File: src/design/slt_pkg.sv
package slt_pkg;

	localparam int POS_WIDTH_DEF = 16;
	localparam int TOK_W = 16;
	localparam int CHAR_W = 8;
	localparam int WORD_W = 32;
	localparam int FIFO_DEPTH = 4;
	localparam int PTR_W = $clog2(FIFO_DEPTH);
	localparam int CNT_W = $clog2(FIFO_DEPTH + 1);

	localparam logic [TOK_W-1:0] LEN_MAX = '1;
	localparam logic [WORD_W-1:0] WORD_DRIM = 32'h6472696D;
	localparam logic [WORD_W-1:0] WORD_WAKE = 32'h77616B65;

	localparam logic [CHAR_W-1:0] CH_SLASH = 8'h2F;
	localparam logic [CHAR_W-1:0] CH_NL = 8'h0A;
	localparam logic [CHAR_W-1:0] CH_EQ = 8'h3D;
	localparam logic [CHAR_W-1:0] CH_LP = 8'h28;
	localparam logic [CHAR_W-1:0] CH_RP = 8'h29;
	localparam logic [CHAR_W-1:0] CH_SPACE = 8'h20;
	localparam logic [CHAR_W-1:0] CH_TAB = 8'h09;
	localparam logic [CHAR_W-1:0] CH_CR = 8'h0D;

	typedef enum logic [3:0] {
		KIND_EOF = 4'd0,
		KIND_INT = 4'd1,
		KIND_ID = 4'd2,
		KIND_ASSIGN = 4'd3,
		KIND_LPAREN = 4'd4,
		KIND_RPAREN = 4'd5,
		KIND_DRIM = 4'd6,
		KIND_WAKE = 4'd7,
		KIND_ERROR = 4'd8
	} kind_t;

	typedef enum logic [5:0] {
		MODE_IDLE = 6'b000001,
		MODE_INT = 6'b000010,
		MODE_IDENT = 6'b000100,
		MODE_SLASH = 6'b001000,
		MODE_COMMENT = 6'b010000,
		MODE_HALT = 6'b100000
	} mode_t;

	typedef struct packed {
		kind_t kind;
		logic [TOK_W-1:0] start;
		logic [TOK_W-1:0] length;
		logic [CHAR_W-1:0] bad;
		logic last;
	} tok_t;

	function automatic logic is_digit(input logic [CHAR_W-1:0] c);
		return c >= 8'h30 && c <= 8'h39;
	endfunction

	function automatic logic is_alpha(input logic [CHAR_W-1:0] c);
		return (c >= 8'h61 && c <= 8'h7A) || (c >= 8'h41 && c <= 8'h5A);
	endfunction

	function automatic logic is_space(input logic [CHAR_W-1:0] c);
		return c == CH_SPACE || (c >= CH_TAB && c <= CH_CR);
	endfunction

endpackage

File: src/design/slt_in_if.sv
interface slt_in_if import slt_pkg::*; ();
	logic valid;
	logic ready;
	logic [CHAR_W-1:0] char_code;
	logic end_of_text;

	modport source (output valid, output char_code, output end_of_text, input ready);
	modport sink (input valid, input char_code, input end_of_text, output ready);
endinterface

File: src/design/slt_out_if.sv
interface slt_out_if import slt_pkg::*; ();
	logic valid;
	logic ready;
	logic [3:0] token_kind;
	logic [TOK_W-1:0] token_start;
	logic [TOK_W-1:0] token_length;
	logic [CHAR_W-1:0] bad_char;
	logic last_of_run;

	modport source (output valid, output token_kind, output token_start,
		output token_length, output bad_char, output last_of_run, input ready);
	modport sink (input valid, input token_kind, input token_start,
		input token_length, input bad_char, input last_of_run, output ready);
endinterface

File: src/design/small_language_tokenizer.sv
// throughput: one byte per cycle while text.ready is high; a byte closing a token
// that is itself a one-byte token or an error gives two tokens, which leave one per
// cycle while tokens.ready is high through a four-entry token queue
// text.ready falls while fewer than two queue entries are free
// reset (arst_n low, asynchronous) clears scan mode, position and the queue
module small_language_tokenizer import slt_pkg::*; #(
	parameter int POS_WIDTH = POS_WIDTH_DEF
) (
	input logic clk,
	input logic arst_n,
	slt_in_if.sink text,
	slt_out_if.source tokens
);

	localparam logic [POS_WIDTH-1:0] POS_MAX = '1;

	mode_t mode_q, mode_d;
	logic [POS_WIDTH-1:0] position_q, position_d;
	logic [TOK_W-1:0] pend_start_q, pend_start_d;
	logic [TOK_W-1:0] pend_len_q, pend_len_d;
	logic [WORD_W-1:0] lead_q, lead_d;

	tok_t fifo_q [FIFO_DEPTH];
	logic [PTR_W-1:0] wr_ptr_q, rd_ptr_q;
	logic [CNT_W-1:0] count_q;

	logic [CHAR_W-1:0] c;
	logic fin, take, pop;
	logic [31:0] pos_wide;
	logic [TOK_W-1:0] p16;
	kind_t word_kind;
	tok_t pend_tok, eof_tok, slash_err, r0, r1;
	logic [1:0] n;

	mode_t idle_mode;
	logic idle_emit, idle_pend, idle_lead;
	tok_t idle_tok;

	assign c = text.char_code;
	assign fin = text.end_of_text || c == '0;
	assign take = text.valid && text.ready;
	assign pop = tokens.valid && tokens.ready;
	assign text.ready = count_q <= CNT_W'(FIFO_DEPTH - 2);

	assign pos_wide = 32'(position_q);
	assign p16 = (pos_wide > 32'(LEN_MAX)) ? LEN_MAX : pos_wide[TOK_W-1:0];

	always_comb begin
		word_kind = KIND_ID;
		if (pend_len_q == TOK_W'(4) && lead_q == WORD_DRIM) word_kind = KIND_DRIM;
		else if (pend_len_q == TOK_W'(4) && lead_q == WORD_WAKE) word_kind = KIND_WAKE;
	end

	assign pend_tok = tok_t'{(mode_q == MODE_INT) ? KIND_INT : word_kind,
		pend_start_q, pend_len_q, '0, 1'b0};
	assign eof_tok = tok_t'{KIND_EOF, p16, '0, '0, 1'b0};
	assign slash_err = tok_t'{KIND_ERROR, pend_start_q, TOK_W'(1), CH_SLASH, 1'b0};

	// byte seen by a scanner that sits between tokens
	always_comb begin
		idle_mode = MODE_IDLE;
		idle_emit = 1'b0;
		idle_pend = 1'b0;
		idle_lead = 1'b0;
		idle_tok = tok_t'{KIND_ERROR, p16, TOK_W'(1), c, 1'b0};
		if (is_space(c)) begin
			idle_mode = MODE_IDLE;
		end else if (c == CH_SLASH) begin
			idle_mode = MODE_SLASH;
			idle_pend = 1'b1;
		end else if (is_digit(c)) begin
			idle_mode = MODE_INT;
			idle_pend = 1'b1;
			idle_lead = 1'b1;
		end else if (is_alpha(c)) begin
			idle_mode = MODE_IDENT;
			idle_pend = 1'b1;
			idle_lead = 1'b1;
		end else if (c == CH_EQ) begin
			idle_emit = 1'b1;
			idle_tok = tok_t'{KIND_ASSIGN, p16, TOK_W'(1), '0, 1'b0};
		end else if (c == CH_LP) begin
			idle_emit = 1'b1;
			idle_tok = tok_t'{KIND_LPAREN, p16, TOK_W'(1), '0, 1'b0};
		end else if (c == CH_RP) begin
			idle_emit = 1'b1;
			idle_tok = tok_t'{KIND_RPAREN, p16, TOK_W'(1), '0, 1'b0};
		end else begin
			idle_emit = 1'b1;
			idle_mode = MODE_HALT;
		end
	end

	always_comb begin
		mode_d = mode_q;
		position_d = position_q;
		pend_start_d = pend_start_q;
		pend_len_d = pend_len_q;
		lead_d = lead_q;
		n = 2'd0;
		r0 = eof_tok;
		r1 = eof_tok;
		if (take && mode_q != MODE_HALT) begin
			if (fin) begin
				mode_d = MODE_HALT;
				if (mode_q == MODE_INT || mode_q == MODE_IDENT) begin
					r0 = pend_tok;
					n = 2'd2;
				end else if (mode_q == MODE_SLASH) begin
					r0 = slash_err;
					n = 2'd1;
				end else begin
					n = 2'd1;
				end
			end else begin
				position_d = (position_q == POS_MAX) ? position_q : position_q + 1'b1;
				case (mode_q)
					MODE_INT, MODE_IDENT: begin
						if (is_digit(c) || (mode_q == MODE_IDENT && is_alpha(c))) begin
							if (pend_len_q < TOK_W'(4)) lead_d = {lead_q[WORD_W-CHAR_W-1:0], c};
							if (pend_len_q != LEN_MAX) pend_len_d = pend_len_q + 1'b1;
						end else begin
							// close the token, then treat the byte as if between tokens
							r0 = pend_tok;
							r1 = idle_tok;
							n = idle_emit ? 2'd2 : 2'd1;
							mode_d = idle_mode;
							if (idle_pend) begin
								pend_start_d = p16;
								pend_len_d = TOK_W'(1);
							end
							if (idle_lead) lead_d = WORD_W'(c);
						end
					end
					MODE_SLASH: begin
						if (c == CH_SLASH) begin
							mode_d = MODE_COMMENT;
						end else begin
							r0 = slash_err;
							n = 2'd1;
							mode_d = MODE_HALT;
						end
					end
					MODE_COMMENT: begin
						if (c == CH_NL) mode_d = MODE_IDLE;
					end
					default: begin
						r0 = idle_tok;
						n = idle_emit ? 2'd1 : 2'd0;
						mode_d = idle_mode;
						if (idle_pend) begin
							pend_start_d = p16;
							pend_len_d = TOK_W'(1);
						end
						if (idle_lead) lead_d = WORD_W'(c);
					end
				endcase
			end
		end
		r0.last = (n == 2'd1);
		r1.last = 1'b1;
	end

	always_ff @(posedge clk or negedge arst_n) begin
		if (!arst_n) begin
			mode_q <= MODE_IDLE;
			position_q <= '0;
			pend_start_q <= '0;
			pend_len_q <= '0;
			lead_q <= '0;
			wr_ptr_q <= '0;
			rd_ptr_q <= '0;
			count_q <= '0;
		end else begin
			mode_q <= mode_d;
			position_q <= position_d;
			pend_start_q <= pend_start_d;
			pend_len_q <= pend_len_d;
			lead_q <= lead_d;
			wr_ptr_q <= wr_ptr_q + PTR_W'(n);
			if (pop) rd_ptr_q <= rd_ptr_q + PTR_W'(1);
			count_q <= count_q + CNT_W'(n) - CNT_W'(pop);
		end
	end

	// token queue payload
	always_ff @(posedge clk) begin
		if (n != 2'd0) fifo_q[wr_ptr_q] <= r0;
		if (n == 2'd2) fifo_q[wr_ptr_q + PTR_W'(1)] <= r1;
	end

	assign tokens.valid = count_q != '0;
	assign tokens.token_kind = fifo_q[rd_ptr_q].kind;
	assign tokens.token_start = fifo_q[rd_ptr_q].start;
	assign tokens.token_length = fifo_q[rd_ptr_q].length;
	assign tokens.bad_char = fifo_q[rd_ptr_q].bad;
	assign tokens.last_of_run = fifo_q[rd_ptr_q].last;

endmodule

File: src/flat_wrapper.sv
// flat-port wrapper written by rule: the top's interface ports become plain ports
module small_language_tokenizer_flat import slt_pkg::*;
#(
	parameter int POS_WIDTH = POS_WIDTH_DEF
)
  (clk, arst_n, text_valid, text_char_code, text_end_of_text, text_ready, tokens_valid, tokens_token_kind, tokens_token_start, tokens_token_length, tokens_bad_char, tokens_last_of_run, tokens_ready);
  slt_in_if text_i ();
  slt_out_if tokens_i ();
  input logic clk;
  input logic arst_n;
  input wire logic [$bits(text_i.valid)-1:0] text_valid;
  input wire logic [$bits(text_i.char_code)-1:0] text_char_code;
  input wire logic [$bits(text_i.end_of_text)-1:0] text_end_of_text;
  output wire logic [$bits(text_i.ready)-1:0] text_ready;
  output wire logic [$bits(tokens_i.valid)-1:0] tokens_valid;
  output wire logic [$bits(tokens_i.token_kind)-1:0] tokens_token_kind;
  output wire logic [$bits(tokens_i.token_start)-1:0] tokens_token_start;
  output wire logic [$bits(tokens_i.token_length)-1:0] tokens_token_length;
  output wire logic [$bits(tokens_i.bad_char)-1:0] tokens_bad_char;
  output wire logic [$bits(tokens_i.last_of_run)-1:0] tokens_last_of_run;
  input wire logic [$bits(tokens_i.ready)-1:0] tokens_ready;
  assign text_i.valid = text_valid;
  assign text_i.char_code = text_char_code;
  assign text_i.end_of_text = text_end_of_text;
  assign text_ready = text_i.ready;
  assign tokens_valid = tokens_i.valid;
  assign tokens_token_kind = tokens_i.token_kind;
  assign tokens_token_start = tokens_i.token_start;
  assign tokens_token_length = tokens_i.token_length;
  assign tokens_bad_char = tokens_i.bad_char;
  assign tokens_last_of_run = tokens_i.last_of_run;
  assign tokens_i.ready = tokens_ready;
  small_language_tokenizer #(.POS_WIDTH(POS_WIDTH)) u_core (.clk(clk), .arst_n(arst_n), .text(text_i), .tokens(tokens_i));
endmodule
File: config.mk
export PLATFORM = sky130hd
export DESIGN_NAME = small_language_tokenizer_flat
export DESIGN_NICKNAME = d
export VERILOG_FILES = /design/src/design/slt_pkg.sv /design/src/design/slt_in_if.sv /design/src/design/slt_out_if.sv /design/src/design/small_language_tokenizer.sv /design/src/flat_wrapper.sv
export SDC_FILE = /design/constraint.sdc
export NUM_CORES = 1
export LEC_CHECK = 0
export ABC_AREA = 1
export BUFFER_PORTS_ARGS = -buffer_cell sky130_fd_sc_hd__buf_2
export CAP_MARGIN = 20
export CORE_UTILIZATION = 45
export CTS_BUF_LIST = sky130_fd_sc_hd__clkbuf_16
export DETAILED_ROUTE_END_ITERATION = 10
export GPL_TIMING_DRIVEN = 0
export PLACE_DENSITY = 0.58
export SETUP_SLACK_MARGIN = 0.15
export SLEW_MARGIN = 20
export SYNTH_ARGS = -nofsm -noshare
export SYNTH_HDL_FRONTEND = slang
export SYNTH_SLANG_ARGS = --single-unit
File: constraint.sdc
create_clock -name clk -period 6.2 [get_ports clk]
set_input_delay 0 -clock clk [delete_from_list [all_inputs] [get_ports clk]]
set_output_delay 0 -clock clk [all_outputs]
set_load 0.005 [all_outputs]
# [Word-level counts from Yosys, hierarchy flattened]
# Memories as Yosys holds them, arrays and structs flattened.
# Cells that the tools add are included.
[totals] regBits=93 mem_bits_rw=180 n_memories=1
[mem_list] name="u_core.fifo_q" depth=4 word_bits=45 rd=1 rd_clocked_by_memory_dff=0 wr=2 line_no="small_language_tokenizer.sv:23" source="tok_t fifo_q [FIFO_DEPTH];"
[classes] n_addsub=7 order_cmp=11 eq_ne=23 muxes=67 n_bitwise=3 reduce_logical=25
[ops] op="2-to-1 mux 45 bit" count=17
[ops] op="one-hot mux 45 bit (3 select lines)" count=1
[ops] op="2-to-1 mux 16 bit" count=6
[ops] op="2-to-1 mux 32 bit" count=3
[ops] op="2-to-1 mux 6 bit" count=11
[ops] op="equality test 32 x 31 -> 1 bit (second input constant)" count=2
[ops] op="one-hot mux 16 bit (2 select lines)" count=2
[ops] op="one-hot mux 32 bit (2 select lines)" count=1
[ops] op="equality test 8 x 6 -> 1 bit (second input constant)" count=5
[ops] op="adder 16 x 1 -> 16 bit (second input constant)" count=2
[ops] op="one-hot mux 6 bit (3 select lines)" count=1
[ops] op="equality test 16 bit (second input constant)" count=1
[ops] op="equality test 16 x 3 -> 1 bit (second input constant)" count=1
[ops] op="greater-or-equal comparator 8 x 7 -> 1 bit (second input constant)" count=2
[ops] op="> comparator 16 bit (second input constant)" count=1
[ops] op="less-or-equal comparator 8 x 7 -> 1 bit (second input constant)" count=2
[ops] op="< comparator 16 x 3 -> 1 bit (second input constant)" count=1
[ops] op="2-to-1 mux 1 bit" count=16
[ops] op="!= test 16 bit (second input constant)" count=1
[ops] op="AND reduction 4 bit" count=3
[ops] op="logical AND 1 bit" count=10
[ops] op="2-to-1 mux 2 bit" count=5
[ops] op="2-to-1 mux 3 bit" count=3
[ops] op="equality test 8 x 4 -> 1 bit (second input constant)" count=1
[ops] op="other kinds (28)" count=38

# [Depth between registers and ports, before layout]
# Gate-level depths: netlist (run 1).
[logic_depth] depth_word=15 mapped_depth=19 depth_no_buf=16

# [Least setup slack after synthesis (run 1)]
# Ideal clock, no wire load.
[synth_timing] kind="register to register" start="reg u_core.mode_q[0]" end="mem u_core.fifo_q[2][1] in the netlist's numbering (enable)" arrival_time_ns=2.380 path_slack_ns=3.434 path_stages_with_launch=13 period_less_slack_ns=2.766 path_cell_list="dfstp_2 -> inv_1 -> nand2_1 -> nor2_2 -> a31oi_1 -> inv_1 -> nor2_4 -> o21ai_4 -> inv_2 -> nand2_1 -> buf_2 -> buf_2 -> nand2_1"
[synth_lines] element="start: declaration" line_no="small_language_tokenizer.sv:17" source="mode_t mode_q, mode_d;"
[synth_lines] element="start signal: assignment" line_no="small_language_tokenizer.sv:175" source="mode_q <= mode_d;"
[synth_lines] element="end: declaration" line_no="small_language_tokenizer.sv:23"

==> results of run 1 <==
state kept, by name, summed over array words and instances (netlist names):
signal               cells
u_core.mode_q            6
u_core.fifo_q          180
u_core.wr_ptr_q          2
u_core.pend_len_q       16
u_core.position_q       16
u_core.lead_q           32
u_core.count_q           3
u_core.rd_ptr_q          2
u_core.pend_start_q     16
path summary, 6_finish.rpt:
path	cells after the start	to	start	slack (ns)
max in group asynchronous	4	u_core.mode_q[0]$_DFFE_PN1P_	arst_n	5.41
worst max-delay path	12	u_core.fifo_q[2][1]$_DFFE_PP_	u_core.count_q[1]$_DFF_PN0_	2.87
min in group asynchronous	4	u_core.lead_q[31]$_DFFE_PN0P_	arst_n	0.47
worst max register to register	12	u_core.fifo_q[2][1]$_DFFE_PP_	u_core.count_q[1]$_DFF_PN0_	2.87
worst min register to register	2	u_core.fifo_q[1][22]$_SDFFE_PP0P_	u_core.fifo_q[1][22]$_SDFFE_PP0P_	0.46
worst min-delay path	4	u_core.rd_ptr_q[1]$_DFFE_PN0P_	tokens_ready	0.02
logic make-up after synthesis:
group | Yosys count | share of synthesized area, %
AOI/OAI and AO/OA | 423 | 16.8
adders and majority gates | 7 | 0.687
DFF | 273 | 51.2
and+or+nand+nor | 691 | 21.7
buffers and inverters | 262 | 8.00
xor gates and xnor gates | 26 | 1.64
cells in the final DEF (no fill, tap or decap), types with 64 or more instances in the layout:
cell and count:
a21oi_1 73, buf_2 86, dfrtp_1 92, dfxtp_1 64
edfxtp_1 116, inv_1 157, nand2_1 262, nand3_1 128
nor2_1 214, o21ai_0 187, o22ai_1 111
power breakdown:
part	internal [mW]	switching, mW
registers	2.31	0.233
clock network	0.946	0.762
logic	0.815	1.73
tightest hold or removal path, stage by stage:
cell,delay (ns)
buf_2,0.11
a21boi_0,0.25
nand2_1,0.13
xor2_1,0.07
final cells by class:
cell class                      instances  area [sq um]
Sequential cell                       273          7090
Clock buffer                           31           776
Fill cell                            2888         14100
Inverter                              153           574
Timing Repair Buffer                   74           544
Tap cell                              390           488
Multi-Input combinational cell       1147          5650
Buffer                                109           533
Clock inverter                         27           156
metal layers:
layer	up-vias	global-route usage (%)	part of all wire (%)
met4	0	6.98	1.7
met3	68	5.23	9.7
met5	-	0	0
met2	591	43.5	43
met1	6030	43.1	45
li1	5972	-	-
timing repair:
| action | CTS | global route |
|---|---|---|
| endpoints found under the hold margin | 115 | 0 |
| gates resized for setup | 0 | 0 |
| hold buffers | 12 | 0 |
metrics by stage:
step	utilization [%]	hold WS, ns
6_report	52.8	0.0177
5_1_grt	52.8	0.0226
4_1_cts	52.8	0.00956
3_5_place_dp	49.3	-0.0617
3_3_place_gp	48.8	0.376
2_1_floorplan	-	-0.296
==> run_results.csv, run 1 <==
group,metric,value,unit
detailed_routing,totalWireLength,45.6,mm
synth,edff_count_synth,116,
place,routabilityCongestion,0.922,
power,power_per_cell_area,430,nW/um^2
timing,fin_tns_setup,0,ns
clock_tree,clock-root-buffer,"clkbuf_16",
detailed_routing,ant_nets,0,
global_routing,grt_pass1_wl,69.1,mm
synth,syn_inst,1682,
critical_path,endpoint_kind,"flop",
detailed_routing,route.detailed.vias_per_inst,5.74,
synth,synth_common_cells,"nand2_1 (266), nor2_1 (214), o21ai_0 (187)",
clock_tree,cts_inserted_buffers,31,
timing,timing.final.setup_violations,0,
power,design_power_total,6.80,mW
synth,yosysTopAreaCell,"edfxtp_1",
timing,max-slew-margin-rel,39.4,%
die,chipWidth,177,microns
critical_path,critPathMaxFanout,19,
layout,layoutNonFillerInstCount,2204,
power,max-vdd-ir-drop,0.270,mV
timing,drv_slew,0,
synth,postSynth.topFlopCell,"edfxtp_1",
clock_tree,htreeDepth,1,
place,detailed_placement_wirelength_estimate,32.3,mm
die,io_pins,60,
place,postPlaceCellArea,14800,sq um
synth,synth_most_common_cell,"nand2_1",
die,die-area,31500,sq um
detailed_routing,dr.first_iter.drc_count,1284,
detailed_routing,detail_route.drc_violations,0,
synth,synth_register_bits,273,
synth,yosysSeqAreaShare,51.2,%
global_routing,vias_in_the_first_global_route,11672,
synth,synthesis.area_per_instance,8.23,sq um
die,placeableCoreArea,30000,sq um
critical_path,crit_path_max_cell_delay,0.39,ns
timing,clock-skew-final,0.00930,ns
critical_path,critical_path_required,6.48,ns
die,die_h,177,microns
synth,ys_types,49,
timing,final_critical_path_setup_slack,2.87,ns
timing,post-route-period-util,53.8,%
timing,tightestPinTransition,0.900,ns
job,max_cap_viol_count,0,
layout,layout-drive-gt1-share,10.1,%
critical_path,start_kind,"flop",
detailed_routing,drt_first_pass_iters,6,
clock_tree,cts_num_sinks,273,
clock_tree,clock_transition_at_the_registers_of_the_reported_paths,0.06,ns
layout,finish.instance_area,15800,sq um
synth,yosys_warnings,0,
place,port_buffers,57,
clock_tree,clk_path_buf_depth,3,
critical_path,timing.critical_path.arrival,3.62,ns
clock_tree,tritoncts_clock_tree,"done",
global_routing,overflow,0,
die,initial_standard_cell_utilization_of_the_core,46.2,%
global_routing,grt_util_all_layers,29.0,%
worst_hold_path,hold_path.class,"in -> reg",
clock_tree,post-cts-setup-buffers,0,
critical_path,criticalPathCategory,"reg -> reg",
timing,max_freq,0.300,GHz
power,p_leak,6.69,nW
status,run_status,"completed",
place,dp_slack,2.89,ns
critical_path,critical-path-top-delay-family,"buffers and inverters",
synth,yosys.area.top_type_share,25.2,%
clock_tree,clk_latency,0.58,ns
place,placedCellCount,2134,
critical_path,cp.buffers_inverters,5,
layout,antennaDiodeCount,0,
synth,mappedNetlistArea,13800,sq um
synth,post_synth_main_area_contributors,"edfxtp_1 (25%), dfrtp_1 (17%), dfxtp_1 (9.3%)",
global_routing,initial_antenna_violation_count,0,
timing,final-hold-violation-count,0,
synth,synth-async-reset-ratio,34.1,%
detailed_routing,via_total_after_detailed_routing,12661,
synth,synth_nets,1702,
timing,final_critical_delay_including_setup_and_external_delays,3.33,ns
critical_path,critical-path-slowest-cell,"dfrtp_1",
timing,rsz0062_at_grt,"no",
detailed_routing,wl_per_cell,20.7,microns
global_routing,grt_max_degree,55,
layout,finalNetCount,1809,
critical_path,path_cells,"a21oi_1 -> nand2_1 -> a31oi_1 -> inv_1 -> nor2_4 -> o21ai_4 -> inv_2 -> nand2_1 -> buf_2 -> buf_2 -> nand2_2 -> buf_16",
die,rows,63,
layout,syn2layout_area_growth,14.3,%
(Power assumes the default switching activity.)
==> run 2, diff against run 1 <==
--- a/config.mk
+++ b/config.mk
@@ -12,7 +12,7 @@
 export CTS_BUF_LIST = sky130_fd_sc_hd__clkbuf_16
 export DETAILED_ROUTE_END_ITERATION = 10
 export GPL_TIMING_DRIVEN = 0
-export PLACE_DENSITY = 0.58
+export PLACE_DENSITY = 0.61
 export SETUP_SLACK_MARGIN = 0.15
 export SLEW_MARGIN = 20
 export SYNTH_ARGS = -nofsm -noshare
==> constraint.sdc (replaced) <==
create_clock -name clk -period 2.79 [get_ports clk]
set_input_delay 0 -clock clk [delete_from_list [all_inputs] [get_ports clk]]
set_output_delay 0 -clock clk [all_outputs]
set_load 0.005 [all_outputs]
==> run_results.csv, run 2 (synthesis results as in run 1) <==
group,metric,value,unit
status,run_status,"complete, but fails checks",
status,violations,"negative hold slack",
clock_tree,clk_latency,0.57,ns
power,share_seq_of_total_power,36.7,%
detailed_routing,route.detailed.vias_per_inst,5.83,
power,combinationalPowerShare,38.1,%
clock_tree,clk_path_buf_depth,3,
place,detailed_placement_wirelength_estimate,31.4,mm
timing,clock-skew-final,0.0227,ns
power,switch_pwr,6.14,mW
power,p_leak,6.86,nW
timing,max_freq,0.382,GHz
place,port_buffers,57,
power,power_switching_share,39.7,%
die,die-area,31500,sq um
job,max_cap_viol_count,0,
global_routing,initial_antenna_violation_count,0,
clock_tree,htreeDepth,1,
critical_path,critical_path_required,3.05,ns
layout,final_core_util,54.1,%
die,chipWidth,177,microns
critical_path,path_cells,"inv_1 -> nand2_1 -> nor2_2 -> a31oi_1 -> inv_2 -> nor2_4 -> o21ai_4 -> inv_2 -> nand2_1 -> buf_6 -> buf_4 -> nand2_8",
timing,tightestPinTransition,0.998,ns
place,postPlaceCellArea,14700,sq um
power,clock_power_share,25.2,%
clock_tree,clock-root-buffer,"clkbuf_16",
die,initial_standard_cell_utilization_of_the_core,46.2,%
timing,drv_slew,0,
critical_path,crit_path_max_cell_delay,0.53,ns
timing,rsz0062_at_grt,"yes",
clock_tree,cts_inserted_buffers,30,
timing,final-hold-violation-count,2,
layout,layout-drive-gt1-share,13.2,%
global_routing,grt_pass1_wl,69.7,mm
timing,timing.final.setup_violations,0,
die,die_h,177,microns
critical_path,timing.critical_path.arrival,2.87,ns
die,io_pins,60,
timing,max-slew-margin-rel,32.8,%
clock_tree,cts_num_sinks,273,
global_routing,vias_in_the_first_global_route,11731,
layout,antennaDiodeCount,0,
place,placedCellCount,2131,
detailed_routing,ant_nets,0,
global_routing,overflow,0,
critical_path,start_kind,"flop",
die,placeableCoreArea,30000,sq um
detailed_routing,detail_route.drc_violations,0,
detailed_routing,via_total_after_detailed_routing,12906,
power,max-vdd-ir-drop,0.609,mV
global_routing,grt_max_degree,78,
global_routing,grt_util_all_layers,29.3,%
critical_path,endpoint_kind,"flop",
timing,fin_tns_setup,0,ns
layout,largest_reg_flops,180,
layout,layoutNonFillerInstCount,2213,
timing,final_critical_delay_including_setup_and_external_delays,2.61,ns
detailed_routing,wl_per_cell,21.0,microns
detailed_routing,totalWireLength,46.5,mm
power,power_per_cell_area,953,nW/um^2
worst_hold_path,hold_path.class,"in -> async",
layout,top_register,"u_core.fifo_q",
die,rows,63,
place,routabilityCongestion,0.947,
layout,finalNetCount,1820,
layout,finish.instance_area,16200,sq um
clock_tree,tritoncts_clock_tree,"done",
detailed_routing,drt_first_pass_iters,6,
critical_path,critical-path-slowest-cell,"dfstp_2",
layout,commonest_non_fill_non_tap_cell_in_the_layout,"nand2_1",
layout,syn2layout_area_growth,17.1,%
clock_tree,clock_transition_at_the_registers_of_the_reported_paths,0.06,ns
layout,layout.cells.most_common_list,"nand2_1 (258), nor2_1 (206), o21ai_0 (187)",
critical_path,criticalPathCategory,"reg -> reg",
timing,hold-worst-slack,-0.00638,ns
critical_path,critPathMaxFanout,13,
layout,registers_with_the_highest_flip_flop_counts,"u_core.fifo_q: 180 flops, u_core.lead_q: 32 flops",
detailed_routing,dr.first_iter.drc_count,1556,
power,p_int,9.30,mW
timing,post-route-period-util,93.7,%
run 2: metal layers:
layer / up-vias / routed length (microns) / track usage [%]
met5: - / 0 / 0
met4: 0 / 1060 / 6.59
met3: 80 / 5230 / 6.21
met2: 659 / 20300 / 44.6
met1: 6177 / 20000 / 42.5
li1: 5990 / - / -
run 2: critical path: cells and delay by family (launching register included):
kind / cells / cell delay (ns)
compound gates: 2 / 0.35
buf+inv: 5 / 0.79
flops: 1 / 0.53
simple gates: 5 / 0.65
run 2: worst paths after layout:
| check | startpoint | endpoint | slack (ns) | depth (start not counted) |
|---|---|---|---|---|
| min in group clk | text_valid | u_core.mode_q[4]$_DFFE_PN0P_ | 0.05 | 7 |
| worst min register to register | u_core.fifo_q[2][0]$_SDFFE_PP1P_ | u_core.fifo_q[2][0]$_SDFFE_PP1P_ | 0.46 | 2 |
| max in group asynchronous | arst_n | u_core.pend_len_q[5]$_DFFE_PN0P_ | 1.67 | 3 |
| worst max-delay path | u_core.mode_q[0]$_DFFE_PN1P_ | u_core.fifo_q[2][40]$_DFFE_PP_ | 0.18 | 12 |
| worst max register to register | u_core.mode_q[0]$_DFFE_PN1P_ | u_core.fifo_q[2][40]$_DFFE_PP_ | 0.18 | 12 |
| worst min-delay path | arst_n | u_core.pend_len_q[14]$_DFFE_PN0P_ | -0.006 | 3 |
run 2: cell type report:
cell class,instances,area (sq um)
Clock inverter,24,176
Sequential cell,273,7090
Tap cell,390,488
Buffer,109,631
Inverter,153,583
Multi-Input combinational cell,1153,5920
Timing Repair Buffer,80,534
Fill cell,2819,13700
Clock buffer,31,776
run 2: metrics by stage:
step           setup WS (ns)  power (mW)  hold slack (ns)
6_report               0.175        15.4         -0.00638
5_1_grt               0.0827        16.3           0.0308
4_1_cts                0.149        15.2          0.00966
3_5_place_dp          -0.650        11.3           -0.148
3_3_place_gp          -0.745        11.1            0.392
2_1_floorplan          0.154        9.02           -0.296
run 2: timing repair:
| item | CTS | global route |
|---|---|---|
| setup endpoints to repair | 145 | 285 |
| pin swaps | 5 | 4 |
| setup buffers | 3 | 8 |
| resized for setup | 25 | 80 |
| cloned | 2 | 4 |
| hold buffers | 10 | 0 |
| endpoints found under the hold margin | 111 | 0 |
run 2: power by group through the flow:
stage	Sequential [mW]	Clock, mW	Combinational [mW]
floorplan	5.58	0	3.44
finish	5.67	3.89	5.88
global route	5.77	4.07	6.44
global placement	5.70	0	5.45
detailed placement	5.71	0	5.54
CTS	5.64	3.91	5.63
